## config.mk

```make
export PLATFORM = sky130hd
export DESIGN_NAME = nixie_anti_poison_sequencer_top
export DESIGN_NICKNAME = d
export VERILOG_FILES = /design/src/rtl/core/naps_pkg.sv /design/src/rtl/core/naps_frame_engine.sv /design/src/rtl/core/naps_out_stage.sv /design/src/rtl/core/nixie_anti_poison_sequencer_top.sv
export SDC_FILE = /design/constraint.sdc
export NUM_CORES = 1
export LEC_CHECK = 0
export BUFFER_PORTS_ARGS = -buffer_cell sky130_fd_sc_hd__buf_4
export CORE_MARGIN = 5
export CORE_UTILIZATION = 60
export DETAILED_ROUTE_END_ITERATION = 6
export PLACE_DENSITY_LB_ADDON = 0.08
export SETUP_SLACK_MARGIN = 0.5
export SLEW_MARGIN = 20
export SYNTH_ARGS = -nofsm -noshare
export SYNTH_HDL_FRONTEND = slang
export SYNTH_SLANG_ARGS = --single-unit
```

## constraint.sdc

```tcl
create_clock -name clock -period 7.4 [get_ports clock]
set_clock_uncertainty 0.2 [all_clocks]
set_input_delay 1.48 -clock clock [delete_from_list [all_inputs] [get_ports clock]]
set_output_delay 1.48 -clock clock [all_outputs]
set_load 0.05 [all_outputs]
```

## src/rtl/core/naps_pkg.sv

```systemverilog
// ----------------------------------------------------------------------------
// naps_pkg
// Shared types, constants and digit functions of the anti-poison sequencer.
// ----------------------------------------------------------------------------
package naps_pkg;

   localparam int DIGIT_W = 4;
   localparam int NUM_DIGITS = 4;
   localparam int WORD_W = 32;
   localparam int HALF_W = 16;

   localparam logic [DIGIT_W-1:0] BLANK_CODE = 4'hF;
   localparam logic [DIGIT_W-1:0] DIGIT_BASE = 4'd10;
   localparam logic [HALF_W-1:0] MASK_A = 16'h01FF;
   localparam logic [HALF_W-1:0] MASK_B = 16'hF007;

   typedef logic [DIGIT_W-1:0] digit_type;
   typedef digit_type [NUM_DIGITS-1:0] digit_set_type;

   typedef struct packed {
      digit_set_type digits;
      logic last;
   } frame_type;

   function automatic digit_type advance(input digit_type v);
      logic [DIGIT_W:0] s;
      s = {1'b0, v} + 1'b1;
      if (s >= {1'b0, DIGIT_BASE}) begin
         s = s - {1'b0, DIGIT_BASE};
      end
      return s[DIGIT_W-1:0];
   endfunction

   function automatic digit_type step_digit(input digit_type cur, input digit_type st,
                                            input digit_type en);
      digit_type v;
      v = advance(cur);
      if (v == en || v == st) begin
         v = advance(v);
      end
      if (v == en || v == st) begin
         v = advance(v);
      end
      return v;
   endfunction

   function automatic logic [WORD_W-1:0] set_reset(input logic [HALF_W-1:0] set,
                                                   input logic [HALF_W-1:0] mask);
      return {~set & mask, set & mask};
   endfunction

endpackage

```

## src/rtl/core/naps_frame_engine.sv

```systemverilog
// ----------------------------------------------------------------------------
// naps_frame_engine
// Holds the run and steps the digits per frame (a zero start_d0 stays blank).
// ----------------------------------------------------------------------------
module naps_frame_engine
   import naps_pkg::*;
#(
   parameter int FRAME_COUNT = 9
) (
   input  logic          clock,
   input  logic          reset,
   input  logic          load,
   input  digit_set_type start_digits,
   input  digit_set_type end_digits,
   input  logic          advance_en,
   output logic          frame_valid,
   output frame_type     frame
);

   localparam int CNT_W = $clog2(FRAME_COUNT + 1);
   localparam logic [CNT_W-1:0] LAST_IDX = CNT_W'(FRAME_COUNT - 1);

   digit_set_type    st_ff, en_ff, work_ff;
   digit_set_type    st_in, en_in, work_in, next_digits, init_digits;
   logic [CNT_W-1:0] cnt_ff, cnt_in;
   logic             active_ff, active_in;
   logic             first_ff, first_in;
   logic             is_last;

   assign is_last = (cnt_ff == LAST_IDX);

   always_comb begin
      for (int j = 0; j < NUM_DIGITS; j++) begin
         next_digits[j] = step_digit(work_ff[j], st_ff[j], en_ff[j]);
      end
      if (first_ff) begin
         next_digits[0] = work_ff[0];
      end
      init_digits = start_digits;
      if (start_digits[0] == '0) begin
         init_digits[0] = BLANK_CODE;
      end
   end

   always_comb begin
      st_in = st_ff;
      en_in = en_ff;
      work_in = work_ff;
      cnt_in = cnt_ff;
      active_in = active_ff;
      first_in = first_ff;
      if (load) begin
         st_in = start_digits;
         en_in = end_digits;
         work_in = init_digits;
         cnt_in = '0;
         active_in = 1'b1;
         first_in = (start_digits[0] == '0);
      end else if (active_ff && advance_en) begin
         work_in = next_digits;
         cnt_in = cnt_ff + 1'b1;
         if (is_last) begin
            active_in = 1'b0;
         end
      end
   end

   always_ff @(posedge clock) begin
      if (reset) begin
         active_ff <= 1'b0;
         cnt_ff <= '0;
         work_ff <= '0;
      end else begin
         active_ff <= active_in;
         cnt_ff <= cnt_in;
         work_ff <= work_in;
      end
      st_ff <= st_in;
      en_ff <= en_in;
      first_ff <= first_in;
   end

   assign frame_valid = active_ff;
   assign frame.digits = next_digits;
   assign frame.last = is_last;

endmodule

```

## src/rtl/core/naps_out_stage.sv

```systemverilog
// ----------------------------------------------------------------------------
// naps_out_stage
// Packs one frame into the two port set/reset words and holds the result.
// ----------------------------------------------------------------------------
module naps_out_stage
   import naps_pkg::*;
(
   input  logic              clock,
   input  logic              reset,
   input  logic              frame_valid,
   input  frame_type         frame,
   output logic              advance_en,
   output logic              rsp_tvalid,
   input  logic              rsp_tready,
   output logic [2*WORD_W-1:0] rsp_tdata,
   output logic              rsp_tlast
);

   logic [HALF_W-1:0]   set_a, set_b;
   logic [WORD_W-1:0]   word_a_ff, word_b_ff, word_a_in, word_b_in;
   logic                valid_ff, valid_in;
   logic                last_ff, last_in;
   digit_type           d0, d1, d2, d3;

   assign d0 = frame.digits[0];
   assign d1 = frame.digits[1];
   assign d2 = frame.digits[2];
   assign d3 = frame.digits[3];

   assign set_a = {7'b0, d0[3], d2, d3};
   assign set_b = {d0[2:0], d1[3], 9'b0, d1[2:0]};

   assign advance_en = !valid_ff || rsp_tready;

   always_comb begin
      word_a_in = word_a_ff;
      word_b_in = word_b_ff;
      last_in = last_ff;
      valid_in = valid_ff && !rsp_tready;
      if (advance_en && frame_valid) begin
         word_a_in = set_reset(set_a, MASK_A);
         word_b_in = set_reset(set_b, MASK_B);
         last_in = frame.last;
         valid_in = 1'b1;
      end
   end

   always_ff @(posedge clock) begin
      if (reset) begin
         valid_ff <= 1'b0;
      end else begin
         valid_ff <= valid_in;
      end
      word_a_ff <= word_a_in;
      word_b_ff <= word_b_in;
      last_ff <= last_in;
   end

   assign rsp_tvalid = valid_ff;
   assign rsp_tdata = {word_b_ff, word_a_ff};
   assign rsp_tlast = last_ff;

endmodule

```

## src/rtl/core/nixie_anti_poison_sequencer_top.sv

```systemverilog
// ----------------------------------------------------------------------------
// nixie_anti_poison_sequencer_top
// Turns one request of old and new tube digits into a run of anti-poison
// frames, each packed into port A and port B set/reset words.
// ----------------------------------------------------------------------------
// Each request yields FRAME_COUNT frames, one per cycle while the result side
// takes them; the next request is accepted in the cycle that produces the last
// frame of the current run, so a new request waits until the current run ends.
// The frames come from the single frame engine. The frame output is registered,
// and the last frame carries tlast.
module nixie_anti_poison_sequencer_top
   import naps_pkg::*;
#(
   parameter int FRAME_COUNT = 9
) (
   input  logic                 clock,
   input  logic                 reset,
   input  logic                 req_tvalid,
   output logic                 req_tready,
   // Fields from bit 0: start_d0, start_d1, start_d2, start_d3,
   // end_d0, end_d1, end_d2, end_d3, 4 bits each.
   input  logic [31:0]          req_tdata,
   output logic                 rsp_tvalid,
   input  logic                 rsp_tready,
   // Fields from bit 0: port_a_word (32 bits), port_b_word (32 bits).
   output logic [2*WORD_W-1:0]  rsp_tdata,
   output logic                 rsp_tlast
);

   digit_set_type start_digits, end_digits;
   frame_type     frame;
   logic          frame_valid;
   logic          advance_en;
   logic          load;

   assign start_digits = req_tdata[15:0];
   assign end_digits = req_tdata[31:16];

   assign req_tready = !frame_valid || (advance_en && frame.last);
   assign load = req_tvalid && req_tready;

   naps_frame_engine #(
      .FRAME_COUNT(FRAME_COUNT)
   ) u_engine (
      .clock(clock),
      .reset(reset),
      .load(load),
      .start_digits(start_digits),
      .end_digits(end_digits),
      .advance_en(advance_en),
      .frame_valid(frame_valid),
      .frame(frame)
   );

   naps_out_stage u_out (
      .clock(clock),
      .reset(reset),
      .frame_valid(frame_valid),
      .frame(frame),
      .advance_en(advance_en),
      .rsp_tvalid(rsp_tvalid),
      .rsp_tready(rsp_tready),
      .rsp_tdata(rsp_tdata),
      .rsp_tlast(rsp_tlast)
   );

   a_load_starts_run: assert property (@(posedge clock) disable iff (reset)
      load |=> frame_valid)
      else $error("Accepted request did not start a run.");

   a_no_load_mid_run: assert property (@(posedge clock) disable iff (reset)
      (frame_valid && !(advance_en && frame.last)) |-> !req_tready)
      else $error("Request accepted in the middle of a run.");

   a_frame_captured: assert property (@(posedge clock) disable iff (reset)
      (frame_valid && advance_en) |=> rsp_tvalid)
      else $error("Generated frame was not captured in the output register.");

endmodule

```

==> results of run 1 <==
-- cell usage after synthesis (7+ instances only) --
cell type	n	share of area
a211oi_1	9	0.0086
a21oi_1	33	0.021
a221oi_1	9	0.010
a31oi_1	22	0.018
and3_1	15	0.012
buf_1	7	0.0033
buf_4	34	0.032
clkbuf_1	16	0.0076
dfxtp_1	22	0.056
edfxtp_1	66	0.25
ha_1	38	0.060
inv_1	83	0.040
mux2_2	9	0.013
mux2i_1	8	0.010
nand2_1	47	0.022
nand2b_1	15	0.012
nand3_1	32	0.020
nand4_1	14	0.011
nor2_1	53	0.025
nor3_1	35	0.022
nor4_1	10	0.0080
o211ai_1	10	0.0095
o21a_1	7	0.0067
o21ai_0	41	0.026
o31a_1	9	0.010
o31ai_1	8	0.0076
or3_1	18	0.014
xnor2_1	43	0.048
xnor3_1	8	0.023
-- state kept, by name, indices dropped and copies added, names as in the netlist --
signal and flops:
u_engine.work_ff 16, u_out.rsp_tvalid 1, u_engine.cnt_ff 4, u_engine.first_ff 1
u_engine.st_ff 16, u_out.word_b_ff 14, u_out.word_a_ff 18, u_engine.frame_valid 1
u_engine.en_ff 16, u_out.rsp_tlast 1
-- through the flow --
step	setup WS [ns]	area, um^2	total power, uW	instances
after floorplan	1.67	7980	2240	918
after global placement	0.935	8390	2580	1104
after detailed placement	0.685	8390	2650	1104
after CTS	0.644	8690	3120	1120
after global routing	0.514	8730	3380	1120
final	0.993	8730	3160	1120
-- final cells by class --
type | instances | area (um^2) | share of cell area
multi-input cells | 684 | 4900 | 0.562
flip-flops and latches | 88 | 2430 | 0.278
repair buffers | 75 | 563 | 0.0645
inverters | 85 | 319 | 0.0366
clock buffers | 9 | 225 | 0.0258
well taps | 172 | 215 | 0.0247
clock inverters | 7 | 72.6 | 0.00832
-- cell families (layout without fill, tap and decap cells) --
family / Yosys count / in the layout / share of synthesized area
compound gates: 256 / 256 / 0.249
xor+xnor: 57 / 57 / 0.0785
fa+ha+maj: 38 / 38 / 0.0605
buf+inv: 146 / 176 / 0.0866
flops: 88 / 88 / 0.308
mux: 18 / 18 / 0.0250
other cells: 1 / 32 / 0.000477
simple gates: 283 / 283 / 0.192
-- final timing paths --
check	start	end	slack (ns)	cells past startpoint
setup / recovery	u_engine.work_ff[0]$_SDFFE_PP0P_	u_engine.work_ff[1]$_SDFFE_PP0P_	0.99	25
hold / removal	u_engine.frame_valid$_SDFFE_PP0P_	u_out.rsp_tvalid$_SDFF_PP0_	0.30	2
setup reg to reg	u_engine.work_ff[0]$_SDFFE_PP0P_	u_engine.work_ff[1]$_SDFFE_PP0P_	0.99	25
hold reg to reg	u_engine.frame_valid$_SDFFE_PP0P_	u_out.rsp_tvalid$_SDFF_PP0_	0.30	2
-- power breakdown --
part / switching (uW) / total (uW) / internal [uW] / leakage, uW
clock network: 200 / 462 / 262 / 0.000141
logic: 1250 / 1980 / 734 / 0.00255
registers: 62.7 / 716 / 654 / 0.000802
-- metal layers --
layer,share of wire,routed length (um),up-vias
li1,-,-,3427
met1,0.43,8600,3417
met2,0.49,9780,317
met3,0.066,1310,27
met4,0.012,242,0
met5,0,0,-
-- critical path, cell delays in order (launching register included) --
cell and delay [ns]:
dfxtp_2 0.57, ha_1 0.38, xnor2_1 0.17, ha_1 0.34, o311a_1 0.32, nor3_1 0.10, nor2_1 0.21, ha_1 0.34
xnor2_1 0.11, ha_1 0.25, inv_1 0.13, nand3_1 0.10, a211o_1 0.24, o311a_1 0.14, a21o_1 0.21, and3_1 0.20
nor2_1 0.12, inv_1 0.09, ha_1 0.25, xnor2_1 0.15, ha_1 0.25, o21bai_1 0.24, and4_1 0.22, o2bb2a_1 0.29
or4_1 0.51, a211oi_1 0.20
==> flow_metrics.py, run 1 <==
metrics = {
    "cts": {
        "path_clk_slew_ns": 0.07,
        "cts_tree": "done",
        "cts_buffers": 9,
        "clockRootBuffer": "clkbuf_16",
        "holdBufCountCts": 0,
        "cts_sinks": 88,
        "cts_setup_buffers": 0,
        "cts_buffer_depth": 2,
        "cts_max_level": 3,
        "cts_resized": 0,
        "worstSkewPairLatency_ns": 0.35,
    },
    "setup_path": {
        "cp.required_ns": 7.47,
        "critPathMaxFanout": 14,
        "cp-start-kind": "flop",
        "end_kind": "flop",
        "path_class": "flop to flop",
        "arrival_ns": 6.48,
    },
    "timing": {
        "tns_ns": 0,
        "tightest_slew_ns": 0.833,
        "setup_violations": 0,
        "fin_crit_ns": 6.41,
        "slew_violations": 0,
        "max_freq_ghz": 0.156,
        "fin_crit_sh": 0.866,
        "relSlewSlack": 0.430,
        "hold_violations": 0,
        "worst_hold_slack_ns": 0.304,
        "rsz0062_at_grt": "no",
    },
    "synthesis": {
        "yosys_warnings": 0,
        "syn_avg_cell_area_um2": 8.86,
        "synth_edf_count": 66,
        "async_reset_ff_frac": 0,
        "yosysSeqAreaShare": 0.308,
        "synth_area_um2": 7860,
        "syn-instance-count": 887,
        "ys_types": 93,
        "ys_ff_latch": 88,
        "synth_ff_type": "edfxtp_1",
    },
    "power": {
        "peakVddDrop_v": 0.000243,
        "powerDensity_nw_per_um2": 362,
        "p_leak_uw": 0.00350,
    },
    "placement": {
        "gp_congestion": 0.895,
        "port-buffer-count": 70,
        "dp_hpwl_mm": 15.1,
    },
    "global_route": {
        "grt_pass1_wl_mm": 32.4,
        "top_usage_layer": "met2",
        "track_usage": 0.248,
        "grt_pass1_vias": 6715,
        "grtUsageMet1": 0.327,
        "grt_use_met2": 0.429,
        "grtUsageMet3": 0.0326,
        "grt_max_degree": 39,
        "overflow": 0,
        "antenna_found_initial": 0,
    },
    "layout": {
        "nFillCells": 1044,
        "area_growth_pct": 11.0,
        "final_util": 0.686,
        "drive_above_1_share": 0.150,
        "final_common_cell": "inv_1",
        "antenna_cells": 0,
        "layout_common_cells": "inv_1 (82), buf_4 (75), edfxtp_1 (66)",
        "nNetsFinal": 1017,
    },
    "route": {
        "drt-initial-drc-count": 676,
        "wl_per_cell_um": 17.8,
        "firstDrtPassIters": 5,
        "viasPerCell": 6.42,
        "vias": 7188,
        "drcViolationCount": 0,
        "drtAntennaViolNets": 0,
        "drt-total-wl_mm": 19.9,
    },
    "floorplanning": {
        "die_area_um2": 15500,
        "ios": 103,
        "die_y_um": 124,
        "start_util": 0.618,
        "die_width_um": 124,
        "core_area_um2": 12700,
        "rows": 41,
    },
    "min_path": {
        "hold_path.class": "flop to flop",
    },
    "run_status": {
        "status": "finished, final reports clean",
    },
    "flow_run": {
        "cap_violations": 0,
    },
}
Power figures use the tool's default switching activity.
==> inputs of run 2 (changes only) <==
--- a/config.mk
+++ b/config.mk
@@ -11,7 +11,6 @@
 export DETAILED_ROUTE_END_ITERATION = 6
 export PLACE_DENSITY_LB_ADDON = 0.08
 export SETUP_SLACK_MARGIN = 0.5
-export SLEW_MARGIN = 20
 export SYNTH_ARGS = -nofsm -noshare
 export SYNTH_HDL_FRONTEND = slang
 export SYNTH_SLANG_ARGS = --single-unit
==> constraint.sdc (replaced) <==
create_clock -name clock -period 6.25 [get_ports clock]
set_clock_uncertainty 0.2 [all_clocks]
set_input_delay 1.25 -clock clock [delete_from_list [all_inputs] [get_ports clock]]
set_output_delay 1.25 -clock clock [all_outputs]
set_load 0.05 [all_outputs]
==> run 2 against run 1 <==
Routed wire length increased by 9.2%. Maximum frequency increased by 16%. Register-to-register slack got worse by 0.28 ns. Sequential power increased by 18%. Critical path type unchanged. Final area increased by 8.3%. Combinational power increased by 41%. Core utilization increased by 5.7 points. Hold slack improved by 0.0065 ns. Clock power increased by 18%. Critical endpoint is now u_engine.work_ff[14]$_SDFFE_PP0P_.
==> flow_metrics.py, run 2 (synthesis results as in run 1) <==
metrics = {
    "run_status": {
        "status": "finished, final reports clean",
    },
    "setup_path": {
        "cp.required_ns": 6.31,
        "reg2reg_depth": 28,
        "critPathMaxFanout": 8,
        "cp_slowest_cell": "or3_1",
        "cpPeakStageDelay_ns": 0.41,
        "path_class": "flop to flop",
        "rr_startpoint": "u_engine.work_ff[12]$_SDFFE_PP0P_",
        "r2r_slack_ns": 0.71,
        "timing.rr.end": "u_engine.work_ff[14]$_SDFFE_PP0P_",
        "end_kind": "flop",
        "cp-start-kind": "flop",
        "arrival_ns": 5.60,
    },
    "route": {
        "drcViolationCount": 0,
        "wl_met1_mm": 9.05,
        "wl_met3_mm": 1.34,
        "vias": 7473,
        "drt-initial-drc-count": 699,
        "drtAntennaViolNets": 0,
        "wl_per_cell_um": 18.9,
        "dr.max_layer_used": "met4",
        "firstDrtPassIters": 5,
        "viasPerCell": 6.49,
        "route.met2.wl_mm": 11.0,
        "drt-total-wl_mm": 21.8,
    },
    "layout": {
        "final_util": 0.743,
        "antenna_cells": 0,
        "top_register": "u_out.word_a_ff",
        "multi_input_area_um2": 5370,
        "area_growth_pct": 20.2,
        "layout_common_cells": "buf_4 (105), inv_1 (76), edfxtp_1 (66)",
        "largest_reg_flops": 18,
        "nFillCells": 957,
        "nNetsFinal": 1049,
        "seq_area_um2": 2450,
        "final_common_cell": "buf_4",
        "drive_above_1_share": 0.255,
    },
    "global_route": {
        "grt_pass1_vias": 7129,
        "grt_max_degree": 32,
        "antenna_found_initial": 0,
        "track_usage": 0.265,
        "overflow": 0,
        "grt_pass1_wl_mm": 34.9,
    },
    "cts": {
        "cts_sinks": 88,
        "path_clk_slew_ns": 0.06,
        "cts_buffer_depth": 2,
        "clockRootBuffer": "clkbuf_16",
        "holdBufCountCts": 0,
        "worstSkewPairLatency_ns": 0.35,
        "cts_buffers": 9,
        "cts_tree": "done",
        "cts_max_level": 3,
    },
    "floorplanning": {
        "core_area_um2": 12700,
        "rows": 41,
        "ios": 103,
        "start_util": 0.618,
        "die_width_um": 124,
        "die_y_um": 124,
        "die_area_um2": 15500,
    },
    "placement": {
        "port-buffer-count": 70,
        "gp_congestion": 0.928,
        "dp_hpwl_mm": 15.9,
    },
    "min_path": {
        "hold_path_depth": 2,
        "min_to": "u_out.rsp_tvalid$_SDFF_PP0_",
        "hold_path.class": "flop to flop",
        "min-delay-start": "u_engine.frame_valid$_SDFFE_PP0P_",
    },
    "timing": {
        "rsz0062_at_grt": "no",
        "slew_violations": 0,
        "hold_violations": 0,
        "max_freq_ghz": 0.181,
        "relSlewSlack": 0.250,
        "fin_crit_sh": 0.886,
        "fin_crit_ns": 5.54,
        "worst_hold_slack_ns": 0.311,
        "tightest_slew_ns": 1.12,
        "setup_violations": 0,
    },
    "power": {
        "peakVddDrop_v": 0.000287,
        "p_leak_uw": 0.00372,
        "powerDensity_nw_per_um2": 442,
        "finalPower_uw": 4170,
    },
    "flow_run": {
        "cap_violations": 0,
    },
}
## run 2: cell count changes in the layout (fill, tap and decap cells not counted), moves of 5 or more
cell,before,now
nor2_1,52,47
dfxtp_1,18,12
nor2_2,1,6
xnor2_1,43,38
inv_1,82,76
ha_1,36,12
inv_2,2,8
buf_4,75,105
ha_2,2,13
ha_4,0,13
## run 2: per-layer routing
metal  track usage  up-vias
met5             0        -
met1         0.335     3610
met3        0.0459       43
met2         0.466      330
li1              -     3490
met4        0.0716        0
## run 2: cell type report
class	count	share of cell area
sequential	88	0.259
timing repair buffer	107	0.0858
inverter	85	0.0338
multi-input combinational	684	0.568
tap	172	0.0228
clock buffer	11	0.0246
clock inverter	5	0.00609
## run 2: worst max-delay path by stage
| stage | from | endpoint | slack [ns] | cells after the start |
|---|---|---|---|---|
| after floorplan | u_engine.work_ff[5]$_SDFFE_PP0P_ | u_out.word_b_ff[1]$_DFFE_PP_ | 0.52 | 30 |
| after global placement | u_engine.work_ff[8]$_SDFFE_PP0P_ | u_engine.work_ff[9]$_SDFFE_PP0P_ | -0.07 | 27 |
| after detailed placement | u_engine.work_ff[8]$_SDFFE_PP0P_ | u_out.word_a_ff[5]$_DFFE_PP_ | -0.25 | 27 |
| after CTS | u_engine.work_ff[9]$_SDFFE_PP0P_ | u_out.word_a_ff[5]$_DFFE_PP_ | 0.49 | 27 |
| after global routing | u_engine.work_ff[12]$_SDFFE_PP0P_ | u_engine.work_ff[14]$_SDFFE_PP0P_ | 0.44 | 29 |
| final | u_engine.work_ff[12]$_SDFFE_PP0P_ | u_engine.work_ff[14]$_SDFFE_PP0P_ | 0.71 | 28 |
## run 2: report_power, final
part           leakage (uW)  total (uW)  switching, uW  internal, uW
Sequential         0.000805         844           66.7           777
Clock              0.000144         543            232           311
Combinational       0.00277        2790           1660          1120
Total               0.00372        4170           1960          2210
## run 2: critical path: cells and delay by family, from the launching register on
family	cells	cell delay, ns
AOI/OAI and AO/OA	9	1.47
xor gates and xnor gates	3	0.42
adders and majority gates	6	1.48
buffers and inverters	6	0.65
DFF	1	0.38
and+or+nand+nor	4	0.81
## run 2: per-stage QoR
stage	std cells	cell area, um^2	setup WS (ns)	TNS, ns
floorplan	918	7980	0.517	0
global placement	1119	8510	-0.0704	-0.138
detailed placement	1119	8510	-0.245	-1.08
CTS	1139	9090	0.490	0
global route	1152	9450	0.436	0
finish	1152	9450	0.713	0
## run 2: timing repair
item / CTS / global route
endpoints found under the setup margin: 38 / 41
resized for setup: 67 / 56
pin swaps: 7 / 20
buffers inserted: 4 / 13
==> inputs of run 3 (changes only) <==
--- a/config.mk
+++ b/config.mk
@@ -5,7 +5,7 @@
 export SDC_FILE = /design/constraint.sdc
 export NUM_CORES = 1
 export LEC_CHECK = 0
-export BUFFER_PORTS_ARGS = -buffer_cell sky130_fd_sc_hd__buf_4
+export BUFFER_PORTS_ARGS = -buffer_cell sky130_fd_sc_hd__buf_2
 export CORE_MARGIN = 5
 export CORE_UTILIZATION = 60
 export DETAILED_ROUTE_END_ITERATION = 6
==> run 3 against run 2 <==
Non-clock buffer count fell by 1. Highest routed layer unchanged. Final cell count barely moved. Global-route usage fell by 0.48 points. Maximum frequency fell by 0.55%. Register-to-register slack got worse by 0.03 ns. Clock power fell by 5.9%. Largest power group unchanged. Routed wire length fell by 2.3%. Power fell by 2.9%.
==> flow_metrics.py, run 3 (synthesis results as in run 1) <==
metrics = {
    "cts": {
        "path_clk_slew_ns": 0.07,
        "cts_buffers": 9,
        "holdBufCountCts": 0,
        "cts_buffer_depth": 2,
        "cts_max_level": 3,
        "clockRootBuffer": "clkbuf_16",
        "cts_sinks": 88,
        "cts_tree": "done",
        "worstSkewPairLatency_ns": 0.35,
    },
    "route": {
        "vias": 7386,
        "drt-initial-drc-count": 759,
        "wl_per_cell_um": 18.5,
        "drcViolationCount": 0,
        "drtAntennaViolNets": 0,
        "drt-total-wl_mm": 21.3,
        "viasPerCell": 6.42,
        "firstDrtPassIters": 7,
    },
    "layout": {
        "area_growth_pct": 17.5,
        "largest_reg_flops": 18,
        "nFillCells": 973,
        "top_register": "u_out.word_a_ff",
        "drive_above_1_share": 0.248,
        "antenna_cells": 0,
        "final_common_cell": "inv_1",
        "final_cell_area_um2": 9230,
        "nNetsFinal": 1048,
        "layout_common_cells": "inv_1 (76), buf_2 (70), edfxtp_1 (66)",
    },
    "timing": {
        "relSlewSlack": 0.490,
        "rsz0062_at_grt": "yes",
        "tightest_slew_ns": 0.764,
        "fin_crit_ns": 5.57,
        "slew_violations": 0,
        "max_freq_ghz": 0.180,
        "hold_violations": 0,
        "tns_ns": 0,
        "setup_violations": 0,
        "worst_hold_slack_ns": 0.298,
        "fin_crit_sh": 0.891,
    },
    "setup_path": {
        "cpMostUsedCell": "ha_2",
        "worst-path-buf-inv": 3,
        "cp_top_family": "compound AO/OA/AOI/OAI gates",
        "critPathMaxFanout": 8,
        "arrival_ns": 5.63,
        "cp-start-kind": "flop",
        "cpPeakStageDelay_ns": 0.50,
        "cp.required_ns": 6.31,
        "path_class": "flop to flop",
        "cp_slowest_cell": "or4_1",
        "end_kind": "flop",
    },
    "floorplanning": {
        "ios": 103,
        "die_area_um2": 15500,
        "die_width_um": 124,
        "core_area_um2": 12700,
        "rows": 41,
        "start_util": 0.618,
        "die_y_um": 124,
    },
    "global_route": {
        "grt_pass1_vias": 6994,
        "grt_max_degree": 43,
        "track_usage": 0.260,
        "overflow": 0,
        "grt_pass1_wl_mm": 33.9,
        "antenna_found_initial": 0,
    },
    "placement": {
        "dp_hpwl_mm": 15.3,
        "gp_congestion": 0.919,
        "port-buffer-count": 70,
        "placed_area_um2": 8300,
    },
    "min_path": {
        "hold_path.class": "flop to flop",
    },
    "power": {
        "p_clk_frac": 0.126,
        "finalPower_uw": 4050,
        "seqPwrFrac": 0.207,
        "intPower_uw": 2120,
        "peakVddDrop_v": 0.000310,
        "p_comb_frac": 0.666,
        "switching_share": 0.477,
        "p_sw_uw": 1930,
        "powerDensity_nw_per_um2": 439,
        "p_leak_uw": 0.00362,
    },
    "flow_run": {
        "cap_violations": 0,
    },
    "run_status": {
        "status": "finished, final reports clean",
    },
}
[run 3: area by class of cell]
cell class | count | area (um^2) | area share
multi-input combinational | 684 | 5360 | 0.580
sequential | 88 | 2440 | 0.265
timing repair buffer | 106 | 632 | 0.0684
inverter | 85 | 319 | 0.0346
clock buffer | 13 | 250 | 0.0271
tap | 172 | 215 | 0.0233
clock inverter | 3 | 17.5 | 0.00190
[run 3: tightest hold or removal path: cells and delay by family, from the launching register on]
| family | cells | cell delay [ns] |
|---|---|---|
| flops | 1 | 0.34 |
| simple gates | 2 | 0.12 |
[run 3: metrics by stage]
step / cells / worst slack, ns / util
after floorplan: 918 / 0.517 / -
after global placement: 1115 / 0.0866 / 0.653
after detailed placement: 1115 / -0.129 / 0.653
after CTS: 1139 / 0.469 / 0.695
after global routing: 1151 / 0.423 / 0.726
final: 1151 / 0.683 / 0.726
[run 3: power by group through the flow]
| stage | registers, uW | clock network, uW | logic (uW) |
|---|---|---|---|
| global route | 850 | 543 | 2940 |
| CTS | 830 | 518 | 2470 |
| global placement | 834 | 0 | 2220 |
| floorplan | 1030 | 0 | 1630 |
| finish | 841 | 511 | 2700 |
| detailed placement | 837 | 0 | 2310 |
[run 3: worst paths after layout]
| path | from | endpoint | slack, ns | cells after the start |
|---|---|---|---|---|
| setup / recovery | u_engine.work_ff[0]$_SDFFE_PP0P_ | u_engine.work_ff[1]$_SDFFE_PP0P_ | 0.68 | 25 |
| hold reg to reg | u_engine.frame_valid$_SDFFE_PP0P_ | u_out.rsp_tvalid$_SDFF_PP0_ | 0.30 | 2 |
| setup reg to reg | u_engine.work_ff[0]$_SDFFE_PP0P_ | u_engine.work_ff[1]$_SDFFE_PP0P_ | 0.68 | 25 |
| hold / removal | u_engine.frame_valid$_SDFFE_PP0P_ | u_out.rsp_tvalid$_SDFF_PP0_ | 0.30 | 2 |
[run 3: timing repair]
| item | 4_1_cts | 5_1_grt |
|---|---|---|
| buffers inserted | 8 | 12 |
| endpoints found under the setup margin | 32 | 36 |
| gates resized for setup | 50 | 69 |
| pin swaps | 7 | 19 |
[run 3: per-layer routing]
layer,routed length (um),part of all wire,up-vias,track usage
li1,-,-,3484,-
met1,8790,0.41,3546,0.329
met2,10600,0.50,308,0.459
met3,1400,0.066,48,0.0377
met4,449,0.021,0,0.0799
met5,0,0,-,0
